--- src/hw/rtl/tdp_pkg.sv ---
`timescale 1ns / 1ps

package tdp_pkg;

	// sequencer states, one-hot
	typedef enum logic [4:0] {
		ST_IDLE   = 5'b00001,
		ST_CHECK  = 5'b00010,
		ST_DIV    = 5'b00100,
		ST_TEST   = 5'b01000,
		ST_FINISH = 5'b10000
	} tdp_state_t;

	// verdict codes
	localparam logic VERDICT_COMPOSITE = 1'b0;
	localparam logic VERDICT_PRIME     = 1'b1;

endpackage

--- src/hw/rtl/trial_division_primality_core.sv ---
`timescale 1ns / 1ps

// Trial-division primality tester. One signed value is taken per beat and one
// is_prime bit comes back for it; negative values, zero and one give 0. The
// core tries divisors 2, 3, 4, ... while the divisor squared does not exceed
// the value, keeping the square up to date with one add per divisor. Each
// remainder comes from a bit-serial restoring loop that shares one subtractor
// and retires one bit per cycle; each divisor takes a bound check,
// VALUE_WIDTH - 1 remainder steps and a zero test. Up to about 46341
// divisors are tried for a 32-bit prime. in_ready is high only between
// items; a finished result waits in the output register while the next
// value is taken.
module trial_division_primality_core #(
	parameter int VALUE_WIDTH = 32
) (
	input  logic                          clk,
	input  logic                          arst_n,
	input  logic                          in_valid,
	output logic                          in_ready,
	input  logic signed [VALUE_WIDTH-1:0] value,
	output logic                          out_valid,
	input  logic                          out_ready,
	output logic                          is_prime
);
	import tdp_pkg::*;

	localparam int DW = VALUE_WIDTH / 2 + 1;
	localparam int CW = $clog2(VALUE_WIDTH);
	localparam int PW = VALUE_WIDTH - DW - 1;

	tdp_state_t             state_q;
	logic [VALUE_WIDTH-1:0] n_q;
	logic [VALUE_WIDTH-1:0] sq_q;
	logic [DW-1:0]          d_q;
	logic [DW-1:0]          rem_q;
	logic [CW-1:0]          cnt_q;
	logic                   res_q;
	logic                   out_valid_q;
	logic                   is_prime_q;

	logic                   below_two;
	logic [DW:0]            trial;
	logic [DW:0]            diff;
	logic [DW-1:0]          rem_next;
	logic [VALUE_WIDTH-1:0] sq_step;
	logic                   out_free;

	// values below two: sign set, or all bits above bit 0 clear
	assign below_two = value[VALUE_WIDTH-1] || (value[VALUE_WIDTH-1:1] == '0);

	// shared subtractor of the restoring remainder loop
	assign trial    = {rem_q, n_q[cnt_q]};
	assign diff     = trial - {1'b0, d_q};
	assign rem_next = diff[DW] ? trial[DW-1:0] : diff[DW-1:0];

	// (d+1)^2 = d^2 + 2d + 1
	assign sq_step = {{PW{1'b0}}, d_q, 1'b1};

	assign out_free  = !out_valid_q || out_ready;
	assign in_ready  = (state_q == ST_IDLE);
	assign out_valid = out_valid_q;
	assign is_prime  = is_prime_q;

	// sequencer
	always_ff @(posedge clk or negedge arst_n) begin
		if (!arst_n) begin
			state_q <= ST_IDLE;
		end else begin
			case (state_q)
				ST_IDLE: begin
					if (in_valid) begin
						state_q <= below_two ? ST_FINISH : ST_CHECK;
					end
				end
				ST_CHECK: begin
					state_q <= (sq_q > n_q) ? ST_FINISH : ST_DIV;
				end
				ST_DIV: begin
					if (cnt_q == '0) begin
						state_q <= ST_TEST;
					end
				end
				ST_TEST: begin
					state_q <= (rem_q == '0) ? ST_FINISH : ST_CHECK;
				end
				ST_FINISH: begin
					if (out_free) begin
						state_q <= ST_IDLE;
					end
				end
				default: begin
					state_q <= ST_IDLE;
				end
			endcase
		end
	end

	// result valid flag
	always_ff @(posedge clk or negedge arst_n) begin
		if (!arst_n) begin
			out_valid_q <= 1'b0;
		end else if (state_q == ST_FINISH && out_free) begin
			out_valid_q <= 1'b1;
		end else if (out_ready) begin
			out_valid_q <= 1'b0;
		end
	end

	// datapath registers
	always_ff @(posedge clk) begin
		case (state_q)
			ST_IDLE: begin
				if (in_valid) begin
					n_q   <= value;
					d_q   <= DW'(2);
					sq_q  <= VALUE_WIDTH'(4);
					res_q <= VERDICT_COMPOSITE;
				end
			end
			ST_CHECK: begin
				if (sq_q > n_q) begin
					res_q <= VERDICT_PRIME;
				end
				rem_q <= '0;
				cnt_q <= CW'(VALUE_WIDTH - 2);
			end
			ST_DIV: begin
				rem_q <= rem_next;
				cnt_q <= cnt_q - CW'(1);
			end
			ST_TEST: begin
				if (rem_q != '0) begin
					d_q  <= d_q + DW'(1);
					sq_q <= sq_q + sq_step;
				end
			end
			ST_FINISH: begin
				if (out_free) begin
					is_prime_q <= res_q;
				end
			end
			default: begin
			end
		endcase
	end

	// restoring loop keeps the partial remainder below the divisor
	assert property (@(posedge clk) disable iff (!arst_n)
		(state_q == ST_TEST) |-> (rem_q < d_q))
		else $error("partial remainder not below divisor");

	// trial divisor never drops below two while working
	assert property (@(posedge clk) disable iff (!arst_n)
		(state_q == ST_CHECK || state_q == ST_DIV || state_q == ST_TEST) |-> (d_q >= DW'(2)))
		else $error("trial divisor below two");

	// a finished verdict waits while the previous result is still held
	assert property (@(posedge clk) disable iff (!arst_n)
		(state_q == ST_FINISH && out_valid_q && !out_ready) |=> (state_q == ST_FINISH))
		else $error("verdict overwrote an untaken result");

	// a prime verdict only follows a failed bound check
	assert property (@(posedge clk) disable iff (!arst_n)
		(state_q == ST_CHECK && sq_q <= n_q) |=> (state_q == ST_DIV && res_q == VERDICT_COMPOSITE))
		else $error("prime verdict taken with divisors left");

endmodule

--- config.mk ---
export PLATFORM = sky130hd
export DESIGN_NAME = trial_division_primality_core
export DESIGN_NICKNAME = d
export VERILOG_FILES = /design/src/hw/rtl/tdp_pkg.sv /design/src/hw/rtl/trial_division_primality_core.sv
export SDC_FILE = /design/constraint.sdc
export NUM_CORES = 1
export LEC_CHECK = 0
export BUFFER_PORTS_ARGS = -buffer_cell sky130_fd_sc_hd__buf_2
export CORE_AREA = 8 8 170 172
export DETAILED_ROUTE_END_ITERATION = 6
export DIE_AREA = 0 0 178 180
export HOLD_SLACK_MARGIN = 0.06
export PLACE_DENSITY_LB_ADDON = 0.12
export SETUP_SLACK_MARGIN = 0.3
export SYNTH_ARGS = -nofsm -noshare
export SYNTH_HDL_FRONTEND = slang
export SYNTH_SLANG_ARGS = --single-unit
--- constraint.sdc ---
create_clock -name clk -period 3.7 [get_ports clk]
set_clock_uncertainty 0.1 [all_clocks]
set_input_delay 0.185 -clock clk [delete_from_list [all_inputs] [get_ports clk]]
set_output_delay 0.185 -clock clk [all_outputs]
set_load 0.005 [all_outputs]
==> out/results.env <==
POST-ROUTE-CELL-AREA_SQ_UM=9460
GRT_OVERFLOW_TOTAL=0
DIE_WIDTH_UM=178
YOSYS.AREA_SHARE.XOR_XNOR=0.0498
INITIAL_UTILIZATION=0.293
SYNTH_ENABLE_FLOP_CELLS=105
POWER_SWITCHING_W=0.00266
SYNTH.AVG_CELL_AREA_SQ_UM=10.3
POSTSYNTHREGISTERBITS=111
VIAS_IN_THE_FIRST_GLOBAL_ROUTE=6329
DETAILED_ROUTER_S_FIRST_ITERATION_VIOLATION_COUNT=289
NUMBER_OF_SEARCH_AND_REPAIR_ITERATIONS_IN_THE_FIRST_DETAILED_ROUTING_PASS=5
POST_SYNTHESIS_SHARE_OF_CELL_AREA_SPENT_ON_FULL_ADDERS_HALF_ADDERS_AND_MAJORITY_GATES=0.115
ASYNC_SR_FLOP_FRACTION=0.0541
GLOBAL_ROUTE.USAGE.TOTAL=0.134
SYNTH.LIB_CELLS_USED.DISTINCT=75
SHARE_OF_POST_ROUTE_CELLS_WITH_DRIVE_STRENGTH_ABOVE_1=0.175
CORE_SQ_UM=26400
PORT_BUF_INSERTS=38
CLK-INSERTION-DELAY-LATE_NS=0.36
INITIAL_ANTENNA_VIOLATION_COUNT=0
WORST_PATH_DOMINANT_CELL_FAMILY='multiplexers'
SYNTH_TOP_FAMILY_BY_AREA='simple AND/OR/NAND/NOR gates'
REPORT.FINAL.SETUP_VIOL=7
SIGNAL_ARRIVAL_TIME_AT_THE_WORST_ENDPOINT_NS=4.23
DRC_ERRORS=0
POWER_FRAC_COMB=0.524
ROUTEDWLPERCELL_UM=17.3
STD_CELL_ROWS=60
MIN-DELAY-PATH-CLASS='in -> async'
POST_SYNTH_INST_COUNT=748
WORSTMARGINPINSLEW_NS=0.841
P_CLK_FRAC=0.148
VIA_COUNT=6110
YS_TOP_CELLS_BY_AREA='sky130_fd_sc_hd__edfxtp_1 (41%), sky130_fd_sc_hd__ha_1 (11%), sky130_fd_sc_hd__xnor2_1 (3.6%), sky130_fd_sc_hd__nor2_1 (3.5%), sky130_fd_sc_hd__inv_1 (3.0%)'
POWER.DENSITY_CELL_AREA_nW_PER_UM2=686
STARTPOINT_OF_THE_MOST_CRITICAL_REGISTER_TO_REGISTER_PATH='cnt_q[0]$_SDFFCE_PP0P_'
DIE-AREA_SQ_UM=32000
CRITPATHBUFINV=2
DP_SLACK_NS=-0.535
WORST_EP_REQUIRED_TIME_NS=3.70
POST_DP_CELL_AREA_SQ_UM=8650
CP_CELL_SEQUENCE='mux4_2 > mux4_2 > mux2i_1 > buf_4 > ha_4 > inv_2 > fa_2 > a21o_4 > a221o_1 > a2111oi_4 > o41ai_1 > xor2_1 > mux2i_1 > nor2_1'
ANTENNA_VIOLATING_NETS_POST_ROUTE=0
DETAIL_ROUTE.WIRELENGTH_UM=20900
TIMING.FINAL.HOLD_VIOLATIONS=0
CTS_BUFFER_DEPTH=2
AVGVIACOUNTPERCELL=5.05
TOTAL_POWER_W=0.00649
TIMING.SLEW.HEADROOM=0.440
GRT_SETUP_UNREPAIRED='true'
SYNTH-WARNING-COUNT=0
SYNTHMOSTINSTANTIATEDCELL='sky130_fd_sc_hd__edfxtp_1'
CRITPATHKIND='reg -> reg'
SLOWEST_DELAY_NS=0.56
CTS-HTREE-LEVELS=3
CLOCK-ROOT-BUFFER='sky130_fd_sc_hd__clkbuf_16'
ROUTABILITYCONGESTION=0.799
COMPOUND_GATE_PORTION_OF_THE_SYNTHESIZED_AREA=0.140
INTERNAL-POWER_W=0.00383
CLOCK-SINKS=111
FINAL.SETUP.TNS_NS=-2.11
FRACTION_OF_POWER_CONSUMED_BY_SEQUENTIAL_LOGIC=0.328
CP-STARTPOINT='cnt_q[0]$_SDFFCE_PP0P_'
SYNTH.CELLS.MOST_FREQUENT='sky130_fd_sc_hd__edfxtp_1 (105), sky130_fd_sc_hd__nor2_1 (72), sky130_fd_sc_hd__ha_1 (68)'
SLOWEST_STAGE='sky130_fd_sc_hd__mux4_2'
GRT_MAX_DEGREE=50
DRV_CAP=0
CRITPATHMAXFANOUT=5
SYNTH.YOSYS.SEQ_AREA_SHARE=0.428
CLK_PIN_SLEW_WORST_PATHS_NS=0.08
LAYOUT.NETS=971
SYNTH_AREA_SQ_UM=7720
LAYOUT_SETUP_WS_NS=-0.523
SYNTH_SIMPLE_GATE_AREA_SHARE=0.171
NUMCTSBUFFERS=9
STATIC-LEAKAGE-POWER_nW=3.85
GRT_FIRST_PASS_WIRELENGTH_UM=34300
FAILED_CHECKS='setup timing'
PLACE.DETAILED.HPWL_UM=16100
SYN_TO_LAYOUT_AREA_DELTA_PCT=22.5
TIMING.FINAL.CRIT_PERIOD_NS=4.22
SETUP.WORST_PATH.END_CLASS='register'
FINAL.PERIOD_UTILIZATION=1.14
YOSYSTOPAREACELLSHARE=0.408
KIND_OF_START_POINT_OF_THE_CRITICAL_PATH='register'
TRITONCTS='built'
VDD_IR_MAX_V=0.000829
DIODES=0
POSTSYNTH.TOPFLOPCELL='sky130_fd_sc_hd__edfxtp_1'
MAX_FREQ_MHz=237
SYNTH.LARGEST_AREA_CELL='sky130_fd_sc_hd__edfxtp_1'
FINAL_CORE_UTIL=0.359
TOP_LEVEL_PORTS=39
SYN_NETS=854
REPORT.FINAL.SLEW_VIOL_COUNT=0
MUXSHAREOFSYNTHAREA=0.0512
POWER_SWITCHING_SHARE=0.410
DIE_H_UM=180
RUN_STATUS='finished with violations'
[per-layer routing]
metal,up-vias,GRT usage,share of wire
li1,3037,-,-
met1,2939,0.176,0.47
met2,117,0.227,0.49
met3,17,0.0205,0.028
met4,0,0.0290,0.011
met5,-,0,0
[placed cells by master (no fill, tap or decap), types with 4 or more instances in the layout]
cell	count
sky130_fd_sc_hd__edfxtp_1	105
sky130_fd_sc_hd__nor2_1	71
sky130_fd_sc_hd__ha_1	67
sky130_fd_sc_hd__inv_1	61
sky130_fd_sc_hd__buf_4	44
sky130_fd_sc_hd__nand2_1	41
sky130_fd_sc_hd__buf_2	38
sky130_fd_sc_hd__a21oi_1	35
sky130_fd_sc_hd__dlygate4sd3_1	34
sky130_fd_sc_hd__xnor2_1	31
sky130_fd_sc_hd__nor3_1	27
sky130_fd_sc_hd__nand3_1	22
sky130_fd_sc_hd__a21o_1	22
sky130_fd_sc_hd__o21ai_0	18
sky130_fd_sc_hd__and3_1	16
sky130_fd_sc_hd__mux2i_1	15
sky130_fd_sc_hd__nand4_1	15
sky130_fd_sc_hd__nand2b_1	13
sky130_fd_sc_hd__nor4_1	12
sky130_fd_sc_hd__o21a_1	11
sky130_fd_sc_hd__mux4_2	10
sky130_fd_sc_hd__o21ai_1	10
sky130_fd_sc_hd__xor2_1	10
sky130_fd_sc_hd__a211oi_1	9
sky130_fd_sc_hd__clkbuf_16	9
sky130_fd_sc_hd__nor2b_1	8
sky130_fd_sc_hd__or3_1	7
sky130_fd_sc_hd__o211ai_1	5
sky130_fd_sc_hd__or2_2	5
sky130_fd_sc_hd__dfrtp_1	5
sky130_fd_sc_hd__nand3b_1	4
sky130_fd_sc_hd__a21oi_2	4
sky130_fd_sc_hd__a31oi_1	4
[power by group through the flow]
| stage | registers (W) | clock network (W) | logic (W) |
|---|---|---|---|
| floorplan | 0.00203 | 0 | 0.00228 |
| global placement | 0.00214 | 0 | 0.00309 |
| detailed placement | 0.00216 | 0 | 0.00312 |
| CTS | 0.00213 | 0.000993 | 0.00335 |
| global route | 0.00218 | 0.00104 | 0.00378 |
| finish | 0.00213 | 0.000958 | 0.00340 |
[what timing repair did]
action                                  in CTS  in global routing
gates cloned                                 1                  0
hold endpoints to repair                    39                  0
resized for setup                           15                  7
pin swaps                                   10                 10
hold buffers                                34                  0
setup buffers                                3                  2
endpoints found under the setup margin      17                 17
[per-stage QoR]
stage / hold WS, ns / instances
finish: 0.0886 / 1211
global route: 0.0887 / 1211
floorplan: -0.211 / 748
global placement: -0.0809 / 1155
CTS: 0.0791 / 1209
detailed placement: -0.0810 / 1155
[cells by family (layout without fill, tap and decap cells)]
kind of cell    Yosys count  count (layout)
flops                   111             111
xor+xnor                 43              43
buf+inv                  80             202
mux                      27              27
compound gates          156             156
simple gates            261             261
fa+ha+maj                70              70
[worst register-to-register path: cells and delay by family (launching register included)]
family                   cells  cell delay (ns)
AND/OR/NAND/NOR              1             0.05
AO/OA/AOI/OAI                4             1.11
multiplexers                 4             1.35
flip-flops                   1             0.53
buffers and inverters        2             0.19
adder cells (fa/ha/maj)      2             0.47
XOR/XNOR                     1             0.16
[registers in the layout, summed over array words and instances, names as in the netlist]
name       count
is_prime       1
rem_q         17
n_q           32
d_q           17
sq_q          32
cnt_q          5
state_q        5
out_valid      1
res_q          1
[area by class of cell]
type / instances / area (sq um)
inverter: 62 / 233
multi-input combinational: 557 / 4210
sequential: 111 / 3300
fill: 2642 / 16900
timing repair buffer: 124 / 1000
clock buffer: 9 / 225
clock inverter: 7 / 53.8
tap: 341 / 427
[path summary, 6_finish.rpt]
path / end / slack, ns / cells past startpoint
max reg2reg: rem_q[16]$_SDFFCE_PP0P_ / -0.52 / 14
min reg2reg: is_prime$_DFFE_PP_ / 0.33 / 0
min in group clk: state_q[3]$_DFFE_PN0P_ / 0.18 / 4
min: out_valid$_DFFE_PN0P_ / 0.09 / 2
max: rem_q[16]$_SDFFCE_PP0P_ / -0.52 / 14
max in group asynchronous: state_q[0]$_DFFE_PN1P_ / 3.19 / 2
(Power assumes the default switching activity.)
